[src/rtl/bmmd_pkg.sv]
// Package for the banked memory map decoder.
// Holds the item types, command and region codes, and address map and reset constants.
// No dependencies.
package bmmd_pkg;

  typedef enum logic [1:0] {
    CMD_READ  = 2'd0,
    CMD_WRITE = 2'd1,
    CMD_PEEK  = 2'd2
  } cmd_e;

  typedef enum logic [3:0] {
    RG_RAM    = 4'd0,
    RG_BASIC  = 4'd1,
    RG_KERNAL = 4'd2,
    RG_CHAR   = 4'd3,
    RG_COLOR  = 4'd4,
    RG_VIDEO  = 4'd5,
    RG_SOUND  = 4'd6,
    RG_TIMER1 = 4'd7,
    RG_TIMER2 = 4'd8,
    RG_EXP    = 4'd9,
    RG_PORT   = 4'd10
  } region_e;

  localparam logic [15:0] BASIC_BASE  = 16'hA000;
  localparam logic [15:0] BASIC_LAST  = 16'hBFFF;
  localparam logic [15:0] IO_BASE     = 16'hD000;
  localparam logic [15:0] IO_LAST     = 16'hDFFF;
  localparam logic [15:0] VIDEO_LAST  = 16'hD3FF;
  localparam logic [15:0] SOUND_LAST  = 16'hD7FF;
  localparam logic [15:0] COLOR_BASE  = 16'hD800;
  localparam logic [15:0] COLOR_LAST  = 16'hDBFF;
  localparam logic [15:0] TIMER1_LAST = 16'hDCFF;
  localparam logic [15:0] TIMER2_LAST = 16'hDDFF;
  localparam logic [15:0] KERNAL_BASE = 16'hE000;
  localparam logic [15:0] PORT_LAST   = 16'h0001;

  localparam logic [15:0] VIDEO_MASK  = 16'h003F;
  localparam logic [15:0] SOUND_MASK  = 16'h001F;
  localparam logic [15:0] TIMER_MASK  = 16'h000F;
  localparam logic [15:0] EXP_MASK    = 16'h01FF;

  localparam logic [7:0] DIR_RESET   = 8'h2F;
  localparam logic [7:0] LATCH_RESET = 8'h37;
  localparam logic [7:0] LOW_NIBBLE  = 8'h0F;
  localparam logic [7:0] HIGH_NIBBLE = 8'hF0;

  typedef struct packed {
    logic [1:0]  command;
    logic [15:0] address;
    logic [7:0]  write_data;
    logic [7:0]  port_pins;
    logic [7:0]  external_data;
  } in_item_t;

  typedef struct packed {
    logic [3:0]  region;
    logic [15:0] local_address;
    logic [7:0]  read_data;
    logic        external_read;
    logic        external_write;
  } out_item_t;

  typedef struct packed {
    logic       lbv_we;
    logic [7:0] lbv;
    logic       dir_we;
    logic       latch_we;
    logic       color_we;
    logic [7:0] wdata;
  } state_upd_t;

endpackage

[src/rtl/bmmd_ram.sv]
// Generic single-port-write, single-port-read RAM with registered read data.
// No dependencies.
module bmmd_ram #(
  parameter int Width = 4,
  parameter int Depth = 1024
) (
  input  logic                     clk_i,
  input  logic                     we_i,
  input  logic [$clog2(Depth)-1:0] waddr_i,
  input  logic [Width-1:0]         wdata_i,
  input  logic                     re_i,
  input  logic [$clog2(Depth)-1:0] raddr_i,
  output logic [Width-1:0]         rdata_o
);

  logic [Width-1:0] mem_q [Depth];
  logic [Width-1:0] rdata_q;

  always_ff @(posedge clk_i) begin
    if (we_i) begin
      mem_q[waddr_i] <= wdata_i;
    end
    if (re_i) begin
      rdata_q <= mem_q[raddr_i];
    end
  end

  assign rdata_o = rdata_q;

endmodule

[src/rtl/bmmd_decode.sv]
// Combinational resolution of one bus access: region, local address, data and strobes.
// Also produces the state updates the access causes. Depends on bmmd_pkg.
module bmmd_decode #(
  parameter int ColorDepth = 1024
) (
  input  bmmd_pkg::in_item_t          item_i,
  input  logic [7:0]                  dir_i,
  input  logic [7:0]                  latch_i,
  input  logic [7:0]                  lbv_i,
  input  logic [3:0]                  color_rd_i,
  output bmmd_pkg::out_item_t         res_o,
  output bmmd_pkg::state_upd_t        upd_o,
  output logic [$clog2(ColorDepth)-1:0] color_idx_o
);

  localparam int IdxW = $clog2(ColorDepth);

  logic [7:0]        pv;
  logic              lo, hi, ch;
  logic [15:0]       a;
  logic [15:0]       color_off;
  bmmd_pkg::region_e rg;
  bmmd_pkg::region_e rg_out;
  logic [15:0]       loc;
  logic [15:0]       loc_out;
  logic              is_write, is_read, is_dev;
  logic [7:0]        rd;
  logic              er, ew;

  assign a         = item_i.address;
  assign pv        = (latch_i & dir_i) | (item_i.port_pins & ~dir_i);
  assign lo        = pv[0];
  assign hi        = pv[1];
  assign ch        = pv[2];
  assign color_off = a - bmmd_pkg::COLOR_BASE;
  assign color_idx_o = color_off[IdxW-1:0];
  assign is_write  = (item_i.command == bmmd_pkg::CMD_WRITE);
  assign is_read   = (item_i.command == bmmd_pkg::CMD_READ);

  always_comb begin
    rg = bmmd_pkg::RG_RAM;
    if (a <= bmmd_pkg::PORT_LAST) begin
      rg = bmmd_pkg::RG_PORT;
    end else if (a inside {[bmmd_pkg::BASIC_BASE:bmmd_pkg::BASIC_LAST]}) begin
      rg = (lo && hi) ? bmmd_pkg::RG_BASIC : bmmd_pkg::RG_RAM;
    end else if (a inside {[bmmd_pkg::IO_BASE:bmmd_pkg::IO_LAST]}) begin
      if (!lo && !hi) begin
        rg = bmmd_pkg::RG_RAM;
      end else if (!ch) begin
        rg = bmmd_pkg::RG_CHAR;
      end else if (a <= bmmd_pkg::VIDEO_LAST) begin
        rg = bmmd_pkg::RG_VIDEO;
      end else if (a <= bmmd_pkg::SOUND_LAST) begin
        rg = bmmd_pkg::RG_SOUND;
      end else if (a <= bmmd_pkg::COLOR_LAST) begin
        rg = bmmd_pkg::RG_COLOR;
      end else if (a <= bmmd_pkg::TIMER1_LAST) begin
        rg = bmmd_pkg::RG_TIMER1;
      end else if (a <= bmmd_pkg::TIMER2_LAST) begin
        rg = bmmd_pkg::RG_TIMER2;
      end else begin
        rg = bmmd_pkg::RG_EXP;
      end
    end else if (a >= bmmd_pkg::KERNAL_BASE) begin
      rg = hi ? bmmd_pkg::RG_KERNAL : bmmd_pkg::RG_RAM;
    end
  end

  always_comb begin
    case (rg)
      bmmd_pkg::RG_BASIC:  loc = a - bmmd_pkg::BASIC_BASE;
      bmmd_pkg::RG_KERNAL: loc = a - bmmd_pkg::KERNAL_BASE;
      bmmd_pkg::RG_CHAR:   loc = a - bmmd_pkg::IO_BASE;
      bmmd_pkg::RG_COLOR:  loc = 16'(color_off[IdxW-1:0]);
      bmmd_pkg::RG_VIDEO:  loc = a & bmmd_pkg::VIDEO_MASK;
      bmmd_pkg::RG_SOUND:  loc = a & bmmd_pkg::SOUND_MASK;
      bmmd_pkg::RG_TIMER1,
      bmmd_pkg::RG_TIMER2: loc = a & bmmd_pkg::TIMER_MASK;
      bmmd_pkg::RG_EXP:    loc = a & bmmd_pkg::EXP_MASK;
      default:             loc = a;
    endcase
  end

  assign is_dev = (rg inside {bmmd_pkg::RG_VIDEO, bmmd_pkg::RG_SOUND,
                              bmmd_pkg::RG_TIMER1, bmmd_pkg::RG_TIMER2});

  always_comb begin
    rg_out = rg;
    loc_out = loc;
    rd = 8'h00;
    er = 1'b0;
    ew = 1'b0;
    upd_o = '0;
    upd_o.wdata = item_i.write_data;
    if (is_write) begin
      upd_o.lbv_we = 1'b1;
      upd_o.lbv    = item_i.write_data;
      case (rg)
        bmmd_pkg::RG_PORT: begin
          upd_o.dir_we   = (a == 16'h0000);
          upd_o.latch_we = (a != 16'h0000);
        end
        bmmd_pkg::RG_COLOR: begin
          upd_o.color_we = 1'b1;
        end
        bmmd_pkg::RG_EXP: begin
          ew = 1'b0;
        end
        default: begin
          ew = 1'b1;
          if (!is_dev) begin
            rg_out  = bmmd_pkg::RG_RAM;
            loc_out = a;
          end
        end
      endcase
    end else begin
      case (rg)
        bmmd_pkg::RG_PORT: begin
          rd = (a == 16'h0000) ? dir_i : pv;
        end
        bmmd_pkg::RG_COLOR: begin
          rd = (lbv_i & bmmd_pkg::HIGH_NIBBLE) | {4'h0, color_rd_i};
        end
        bmmd_pkg::RG_EXP: begin
          rd = lbv_i;
        end
        default: begin
          if (is_dev && !is_read) begin
            rd = lbv_i;
          end else begin
            rd = item_i.external_data;
            er = is_read;
          end
        end
      endcase
      upd_o.lbv_we = is_read;
      upd_o.lbv    = rd;
    end
  end

  assign res_o.region         = rg_out;
  assign res_o.local_address  = loc_out;
  assign res_o.read_data      = rd;
  assign res_o.external_read  = er;
  assign res_o.external_write = ew;

endmodule

[src/rtl/banked_memory_map_decoder_core.sv]
// Top level of the banked memory map decoder: input register, decode, result register.
// Depends on bmmd_pkg, bmmd_decode and bmmd_ram.
//
// Usage: each input item is one bus access (read, write or peek) with the current
// port pin levels and the byte that external RAM, ROM or device returns for it.
// Each item yields exactly one result item with region, local address, read data
// and the external read and write strobes. Items are accepted when in_valid_i is
// high and in_stall_o is low; results leave when out_valid_o is high and
// out_stall_i is low. A result passes through the input register and the result
// register after its item is accepted. One item is accepted every cycle while the
// output is taken and the color store is not being cleared.
// The color store read is issued as the item is accepted and its data is ready
// in the decode cycle; a color write by the item ahead is bypassed.
// After reset the block clears the 1024-entry color store, one entry per cycle,
// holding in_stall_o high until the clear is done. The port direction resets to
// 0x2F, the port latch to 0x37 and the last bus value to zero.
// When the receiver stalls, the result register holds; the item behind it waits
// in the input register and in_stall_o rises until the result moves on.
module banked_memory_map_decoder_core #(
  parameter int COLOR_DEPTH = 1024
) (
  input  logic                clk_i,
  input  logic                rst_ni,
  input  logic                in_valid_i,
  output logic                in_stall_o,
  input  bmmd_pkg::in_item_t  in_item_i,
  output logic                out_valid_o,
  input  logic                out_stall_i,
  output bmmd_pkg::out_item_t out_item_o
);

  localparam int IdxW = $clog2(COLOR_DEPTH);

  logic                 clear_q, clear_d;
  logic [IdxW-1:0]      clr_idx_q, clr_idx_d;
  logic                 s1_valid_q, s1_valid_d;
  bmmd_pkg::in_item_t   s1_item_q;
  logic                 out_valid_q, out_valid_d;
  bmmd_pkg::out_item_t  out_item_q;
  logic [7:0]           dir_q, latch_q, lbv_q;
  logic                 fwd_q, fwd_d;
  logic [3:0]           fwd_data_q;

  logic                 in_accept;
  logic                 s1_fire;
  bmmd_pkg::out_item_t  res;
  bmmd_pkg::state_upd_t upd;
  logic [IdxW-1:0]      color_idx;
  logic [IdxW-1:0]      rd_idx;
  logic [15:0]          rd_off;
  logic [3:0]           ram_rdata;
  logic [3:0]           color_rd;
  logic                 ram_we;
  logic [IdxW-1:0]      ram_waddr;
  logic [3:0]           ram_wdata;
  logic                 color_wr;

  assign s1_fire    = s1_valid_q && (!out_valid_q || !out_stall_i);
  assign in_stall_o = clear_q || (s1_valid_q && !s1_fire);
  assign in_accept  = in_valid_i && !in_stall_o;

  assign rd_off   = in_item_i.address - bmmd_pkg::COLOR_BASE;
  assign rd_idx   = rd_off[IdxW-1:0];
  assign color_wr = s1_fire && upd.color_we;

  assign ram_we    = clear_q || color_wr;
  assign ram_waddr = clear_q ? clr_idx_q : color_idx;
  assign ram_wdata = clear_q ? 4'h0 : upd.wdata[3:0];

  bmmd_ram #(
    .Width(4),
    .Depth(COLOR_DEPTH)
  ) u_color_ram (
    .clk_i   (clk_i),
    .we_i    (ram_we),
    .waddr_i (ram_waddr),
    .wdata_i (ram_wdata),
    .re_i    (in_accept),
    .raddr_i (rd_idx),
    .rdata_o (ram_rdata)
  );

  assign color_rd = fwd_q ? fwd_data_q : ram_rdata;

  bmmd_decode #(
    .ColorDepth(COLOR_DEPTH)
  ) u_decode (
    .item_i      (s1_item_q),
    .dir_i       (dir_q),
    .latch_i     (latch_q),
    .lbv_i       (lbv_q),
    .color_rd_i  (color_rd),
    .res_o       (res),
    .upd_o       (upd),
    .color_idx_o (color_idx)
  );

  always_comb begin
    clear_d   = clear_q;
    clr_idx_d = clr_idx_q;
    if (clear_q) begin
      clr_idx_d = clr_idx_q + 1'b1;
      if (clr_idx_q == IdxW'(COLOR_DEPTH - 1)) begin
        clear_d = 1'b0;
      end
    end
  end

  always_comb begin
    s1_valid_d = s1_valid_q;
    if (in_accept) begin
      s1_valid_d = 1'b1;
    end else if (s1_fire) begin
      s1_valid_d = 1'b0;
    end
    out_valid_d = out_valid_q;
    if (s1_fire) begin
      out_valid_d = 1'b1;
    end else if (!out_stall_i) begin
      out_valid_d = 1'b0;
    end
    fwd_d = fwd_q;
    if (in_accept) begin
      fwd_d = color_wr && (color_idx == rd_idx);
    end else if (s1_fire) begin
      fwd_d = 1'b0;
    end
  end

  always_ff @(posedge clk_i or negedge rst_ni) begin
    if (!rst_ni) begin
      clear_q     <= 1'b1;
      clr_idx_q   <= '0;
      s1_valid_q  <= 1'b0;
      out_valid_q <= 1'b0;
      fwd_q       <= 1'b0;
      dir_q       <= bmmd_pkg::DIR_RESET;
      latch_q     <= bmmd_pkg::LATCH_RESET;
      lbv_q       <= 8'h00;
    end else begin
      clear_q     <= clear_d;
      clr_idx_q   <= clr_idx_d;
      s1_valid_q  <= s1_valid_d;
      out_valid_q <= out_valid_d;
      fwd_q       <= fwd_d;
      if (s1_fire) begin
        if (upd.dir_we) begin
          dir_q <= upd.wdata;
        end
        if (upd.latch_we) begin
          latch_q <= upd.wdata;
        end
        if (upd.lbv_we) begin
          lbv_q <= upd.lbv;
        end
      end
    end
  end

  always_ff @(posedge clk_i) begin
    if (in_accept) begin
      s1_item_q  <= in_item_i;
      fwd_data_q <= upd.wdata[3:0];
    end
    if (s1_fire) begin
      out_item_q <= res;
    end
  end

  assign out_valid_o = out_valid_q;
  assign out_item_o  = out_item_q;

  // No item may be in flight while the color store is being cleared.
  assert property (@(posedge clk_i) disable iff (!rst_ni)
    clear_q |-> !(s1_valid_q || out_valid_q))
    else $error("item in flight during color store clear");

  // The color bypass is only armed for an item sitting in the input register.
  assert property (@(posedge clk_i) disable iff (!rst_ni)
    fwd_q |-> s1_valid_q)
    else $error("color bypass armed without an item");

  // A result never raises both external strobes.
  assert property (@(posedge clk_i) disable iff (!rst_ni)
    out_valid_q |-> !(out_item_q.external_read && out_item_q.external_write))
    else $error("both external strobes set");

  // The input register advances whenever the result register is free.
  assert property (@(posedge clk_i) disable iff (!rst_ni)
    (s1_valid_q && !out_valid_q) |=> out_valid_q)
    else $error("decode stage stalled with a free result register");

endmodule

[config.mk]
export PLATFORM = sky130hd
export DESIGN_NAME = banked_memory_map_decoder_core
export DESIGN_NICKNAME = d
export VERILOG_FILES = /design/src/rtl/bmmd_pkg.sv /design/src/rtl/bmmd_ram.sv /design/src/rtl/bmmd_decode.sv /design/src/rtl/banked_memory_map_decoder_core.sv
export SDC_FILE = /design/constraint.sdc
export NUM_CORES = 2
export LEC_CHECK = 0
export BUFFER_PORTS_ARGS = -buffer_cell sky130_fd_sc_hd__buf_4
export CAP_MARGIN = 20
export CORE_UTILIZATION = 55
export CTS_CLUSTER_SIZE = 10
export DETAILED_ROUTE_END_ITERATION = 16
export PLACE_DENSITY = 0.71
export SLEW_MARGIN = 15
export SYNTH_ARGS = -nofsm -noshare
export SYNTH_HDL_FRONTEND = slang
export SYNTH_SLANG_ARGS = --single-unit
[constraint.sdc]
create_clock -name clk_i -period 38.9 [get_ports clk_i]
set_input_delay 5.835 -clock clk_i [delete_from_list [all_inputs] [get_ports clk_i]]
set_output_delay 5.835 -clock clk_i [all_outputs]
set_load 0.03 [all_outputs]
=== After elaboration in Yosys (flattened, before gate mapping) ===
Memories as Yosys holds them, arrays and structs flattened. A register that Yosys moved wholly into a read port is not among the register bits.
Cells that the tools add are included.

* Memories kept: 1
* Input bits: 46
* Register bits: 114
* Output and inout bits: 32
* Bits in writable memories: 4096
* Logic and storage cells: 127

* $add $sub $neg: 6
* Bitwise operators: 5
* $lt $le $gt $ge: 11
* Reductions and logical operators: 31
* Multiplexer cells: 40
* Eq/ne operators: 14

{| class="wikitable"
|+ Memories
! memory !! depth !! bits a word !! rd ports !! clocked after Yosys merged registers in !! write ports !! RTL line !! source
|-
| u_color_ram.mem_q || 1024 || 4 || 1 || 1 || 1 || bmmd_ram.sv:16 || <nowiki>logic [Width-1:0] mem_q [Depth];</nowiki>
|}

{| class="wikitable"
|+ Operator list
! kind !! number
|-
| $pmux W16 S8 || 1
|-
| $le A16 B16 Y1 const B || 7
|-
| $mux W4 || 15
|-
| $ge A16 B16 Y1 const B || 3
|-
| $mux W16 || 3
|-
| $sub A16 B16 Y16 const B || 3
|-
| $pmux W8 S3 || 1
|-
| $sub A10 B1 Y10 const B || 2
|-
| $and A8 B8 Y8 || 2
|-
| $eq A4 B3 Y1 const B || 4
|-
| $le A16 B1 Y1 const B || 1
|-
| $logic_not A16 Y1 || 1
|-
| $mux W8 || 2
|-
| $reduce_bool A16 Y1 || 1
|-
| $mux W1 || 13
|-
| $eq A4 B4 Y1 const B || 3
|-
| $add A10 B1 Y10 const B || 1
|-
| $eq A10 B10 Y1 || 1
|-
| $eq A10 B10 Y1 const B || 1
|-
| $logic_and A1 B1 Y1 || 10
|-
| $mux W10 || 1
|-
| $mux W9 || 1
|-
| $eq A4 B2 Y1 const B || 2
|-
| $not A8 Y8 || 1
|-
| other kinds (16) || 27
|}

=== Longest topological paths before layout ===
* Depth after elaboration: 18
* Depth in mapped cells: 17
* Mapped depth without buffers: 13

=== Modules after synthesis ===
From an unflattened synthesis, not the netlist that was laid out.

* Cell total of the unflattened synthesis: 8775
* Area, all modules: 168033.7 µm²

{| class="wikitable"
|+ Modules (own cells, without submodules)
! module !! sequential area each (µm²) !! area each (µm²) !! times used !! cells an instance
|-
| bmmd_ram || 123118.1 || 162138.0 || 1 || 8290
|-
| banked_memory_map_decoder_core || 3246.9 || 4090.2 || 1 || 214
|-
| bmmd_decode || 0.0 || 1805.5 || 1 || 271
|}

=== Least setup slack after synthesis ===
OpenSTA, ideal clock, no wires.

* Path kind: register -> register
* Start point: register clear_q
* End point: memory u_color_ram.mem_q[0][1] (data pin)
* Setup time: 5.201 ns
* Buffers on the path: 3
* Cell stages (with the launch flop): 5
* Data required time: 33.699 ns
* Period minus slack after synthesis: 30.874 ns
* Slack: 8.026 ns
* Data arrival time: 25.673 ns
* Path through: dfstp_2 clkbuf_1 buf_1 buf_1 nor2b_1

* Longest elaborated chain between the ends: 1

{| class="wikitable"
|+ Ends and longest elaborated chain
! item !! RTL line !! source
|-
| start, declared || banked_memory_map_decoder_core.sv:34 || <nowiki>logic clear_q, clear_d;</nowiki>
|-
| start signal, assigned || banked_memory_map_decoder_core.sv:141 || <nowiki>clear_q <= clear_d;</nowiki>
|-
| $mux W4 || banked_memory_map_decoder_core.sv:68 || <nowiki>assign ram_wdata = clear_q ? 4'h0 : upd.wdata[3:0];</nowiki>
|-
| net ram_wdata[1] || banked_memory_map_decoder_core.sv:55 || <nowiki>logic [3:0] ram_wdata;</nowiki>
|-
| end, declared || bmmd_ram.sv:16 ||
|}

The timed path passes the listed nets, and every way through them passes these cells.

=== Final worst setup path ===
* Start point: input in_item_i[24] in the netlist's numbering
* End point: register u_color_ram.rdata_q[0] (netlist: u_color_ram.rdata_o[0]) (read register of u_color_ram.mem_q) (data pin)

* Longest elaborated chain between the ends: 1

{| class="wikitable"
|+ Ends and longest elaborated chain
! item !! RTL line !! source
|-
| start, declared || banked_memory_map_decoder_core.sv:26 || <nowiki>input bmmd_pkg::in_item_t in_item_i,</nowiki>
|-
| $sub A10 B1 Y10 || banked_memory_map_decoder_core.sv:62 || <nowiki>assign rd_off = in_item_i.address - bmmd_pkg::COLOR_BASE;</nowiki>
|-
| end, declared || bmmd_ram.sv:17 || <nowiki>logic [Width-1:0] rdata_q;</nowiki>
|}

No other way between the ends.
A chain may end at the register's enable or synchronous reset.

==> run metrics <==
die height=552 um; H-tree levels=5; required time of the critical path=39590 ps; critical path, cell by cell=buf_16 -> buf_4 -> buf_4 -> buf_4 -> buf_4 -> buf_4 -> buf_4 -> mux4_2 -> mux4_2 -> mux4_2 -> a22oi_1 -> nand2_1 -> o211a_1; share of layout cells above drive strength 1=a little over a quarter; switching fraction of total power=20.8%; vias=80800; most frequent cells in the layout=4176 x edfxtp_1, 1314 x mux4_2, 1054 x nor2_1, 474 x clkbuf_16, 236 x buf_4; Clock Skew=56.5 ps; total power=0.00928 W; CP Depth=13; Gate power share=approximately 5%; largest net degree at the start of global routing=221; PostCTS Resize Cnt=0; Initial Util=~55%; first-pass GRT wire length=593000 um; NumNets Final=7970; Final Max Slew Viols=0; peak fanout along the critical path=110; DP Wirelength=237000 um; Die X=552 um; #FFs+latches synth=4214; routed wire length=409000 um; port buffer count=77; Async S/R FF share, synth=0.902%; status=completed; syn_nets=7777; area grow syn2layout=10.4%; CTS Buf Count=467; P_sw=0.00193 W; crit path DAT=13420 ps; Post-Syn Area per Cell=21.5 um2; core area=300000 um2; gr ovfl total=0; critical path class=input port to register; Slew @ Worst Pin=1330 ps; Peak supply drop=0.0000365 V; ANT nets after route=0; postcts setup bufs=0; Iteration-0 DRC Markers=11700; CTS tree=done; flop2flop setup slack=33030 ps; num ports=78; share of the yosys chip area belonging to registers=between 70% and 80%; synthesized instance count=between 7000 and 8000; Final Hold Vio Count=0; Routability Congestion=0.833; number of global-route vias before repair=82100; internal power=between 0.007 and 0.008 W; PwrDens=50.5 nW/um2; crit-path leading delay family=buffers and inverters; buffers and inverters on the worst path=7; CP Capture Type=register; synthesized cell area=166000 um2; EDFF count, synth=4176; fmax=78.5 MHz; minimum clock period=12730 ps; Unique masters post-synth=78; # clock sinks=4214; Worst setup SP type=input port; Setup Viol. Count Final=0; CTS hold repair buffers=0; reg2reg start=s1_item_q[37]; Synth Warn #=0; HP Class=register to register; Main synth FF type=edfxtp_1; Final period util=32.7%; leak pwr=56.0 nW; crit-path max cell delay=about 800 ps; register share of total power=54.4%; RSZ-0062 raised after global routing=no; CP startpoint=in_item_i[24]; Util after Layout=61.2%; Vias/cell=6.76; Slew HR=11.4%; Rows=between 200 and 250; Reg2Reg Depth=15; Fin Setup TNS=0 ps; worst setup path end=u_color_ram.rdata_o[0]; clk root buf=clkbuf_16; die footprint=305000 um2; slowest CP cell=buf_4; DRC=0; most common cell after layout, fill and taps aside=edfxtp_1; Wirelength per Cell=34.2 um; most used cell, CP=buf_4; clk buf depth=4; Max Cap Viol=0; Worst-path clk slew=~50 ps; Worst R2R End=u_color_ram.mem_q[265][1]; Clk pwr share=40.6%; DR pass1 iterations=5; worst skew pair latency=940 ps; GRT Overall Usage=27.0%; initial antenna violation count=25
through the flow:
step	setup slack, ps	cells	cell area (um2)	hold WS, ps
after floorplan	8030	7723	166000	421
final	26170	12000	184000	504
after CTS	25990	11900	184000	504
after global routing	25480	11900	184000	518
after detailed placement	25000	11400	171000	489
after global placement	25120	11400	171000	482
how the worst min path moves through the flow:
| stage | from | endpoint | slack [ps] | cells past startpoint |
|---|---|---|---|---|
| after floorplan | s1_item_q[25] | out_item_o[11] | 420 | 0 |
| after global routing | latch_q[3] | latch_q[3] | 520 | 1 |
| after global placement | lbv_q[5] | lbv_q[5] | 480 | 2 |
| after CTS | latch_q[3] | latch_q[3] | 500 | 1 |
| after detailed placement | lbv_q[4] | lbv_q[4] | 490 | 2 |
| final | latch_q[3] | latch_q[3] | 500 | 1 |
routing by layer:
metal	vias to the layer above	track usage (%)	routed length, um
met5	-	0	111
met4	18	8.37	12200
met3	671	5.85	43900
met2	4948	42.4	198000
met1	43000	38.4	154000
li1	32100	-	-
power by group through the flow:
stage,Clock (W),Combinational [W],Sequential [W]
final,0.00376,0.000469,0.00504
after global routing,0.00396,0.000494,0.00504
after CTS,0.00380,0.000470,0.00504
after detailed placement,0,0.000470,0.00513
after global placement,0,0.000458,0.00513
after floorplan,0,0.000296,0.00526
flip-flops by register name, indices dropped and copies added (netlist names):
| register | flops |
|---|---|
| out_valid_o | 1 |
| u_color_ram.rdata_o | 4 |
| dir_q | 8 |
| clr_idx_q | 10 |
| clear_q | 1 |
| out_item_o | 30 |
| lbv_q | 8 |
| fwd_data_q | 4 |
| u_color_ram.mem_q | 4096 |
| s1_valid_q | 1 |
| fwd_q | 1 |
| s1_item_q | 42 |
| latch_q | 8 |
cells in the mapped netlist (5+ instances only):
| library cell | count | area (um2) |
|---|---|---|
| a21oi_1 | 35 | 175 |
| nor2b_1 | 15 | 93.8 |
| xnor2_1 | 6 | 52.6 |
| or3_1 | 5 | 31.3 |
| a22o_1 | 6 | 52.6 |
| buf_1 | 32 | 120 |
| inv_1 | 20 | 75.1 |
| buf_2 | 191 | 956 |
| and2_1 | 11 | 68.8 |
| nor4_1 | 6 | 37.5 |
| nand3_1 | 24 | 120 |
| nand3b_1 | 8 | 60.1 |
| ha_1 | 8 | 100 |
| nor3_1 | 47 | 235 |
| nand4_1 | 11 | 68.8 |
| a22oi_1 | 28 | 210 |
| xor2_1 | 13 | 114 |
| buf_4 | 40 | 300 |
| dfstp_2 | 11 | 289 |
| o31ai_1 | 6 | 45.0 |
| o22ai_1 | 13 | 81.3 |
| o21ai_0 | 25 | 125 |
| nand2b_1 | 22 | 138 |
| dfrtp_1 | 27 | 676 |
| mux2_2 | 17 | 191 |
| a211oi_1 | 10 | 75.1 |
| nor2_1 | 1059 | 3980 |
| or2_2 | 15 | 93.8 |
| a31oi_1 | 15 | 93.8 |
| nand2_1 | 105 | 394 |
| mux2i_1 | 44 | 440 |
| edfxtp_1 | 4176 | 125000 |
| buf_6 | 21 | 236 |
| clkbuf_1 | 251 | 942 |
| a221oi_1 | 6 | 52.6 |
| and3_1 | 11 | 68.8 |
| mux4_2 | 1314 | 29600 |
cell families after synthesis:
family | Yosys count | synth area share [%]
compound gates | 190 | 0.787
xor+xnor | 19 | 0.100
fa+ha+maj | 8 | 0.0602
buf+inv | 556 | 1.58
flops | 4214 | 75.9
mux | 1376 | 18.2
simple gates | 1360 | 3.36
cell type report:
class | instances | area (um2)
diodes | 9 | 22.5
clock buffers | 518 | 12000
clock inverters | 22 | 249
fillers | 20000 | 117000
inverters | 21 | 78.8
multi-input cells | 2953 | 37800
flip-flops and latches | 4214 | 126000
well taps | 3958 | 4950
repair buffers | 259 | 2220
(Power assumes the default switching activity.)
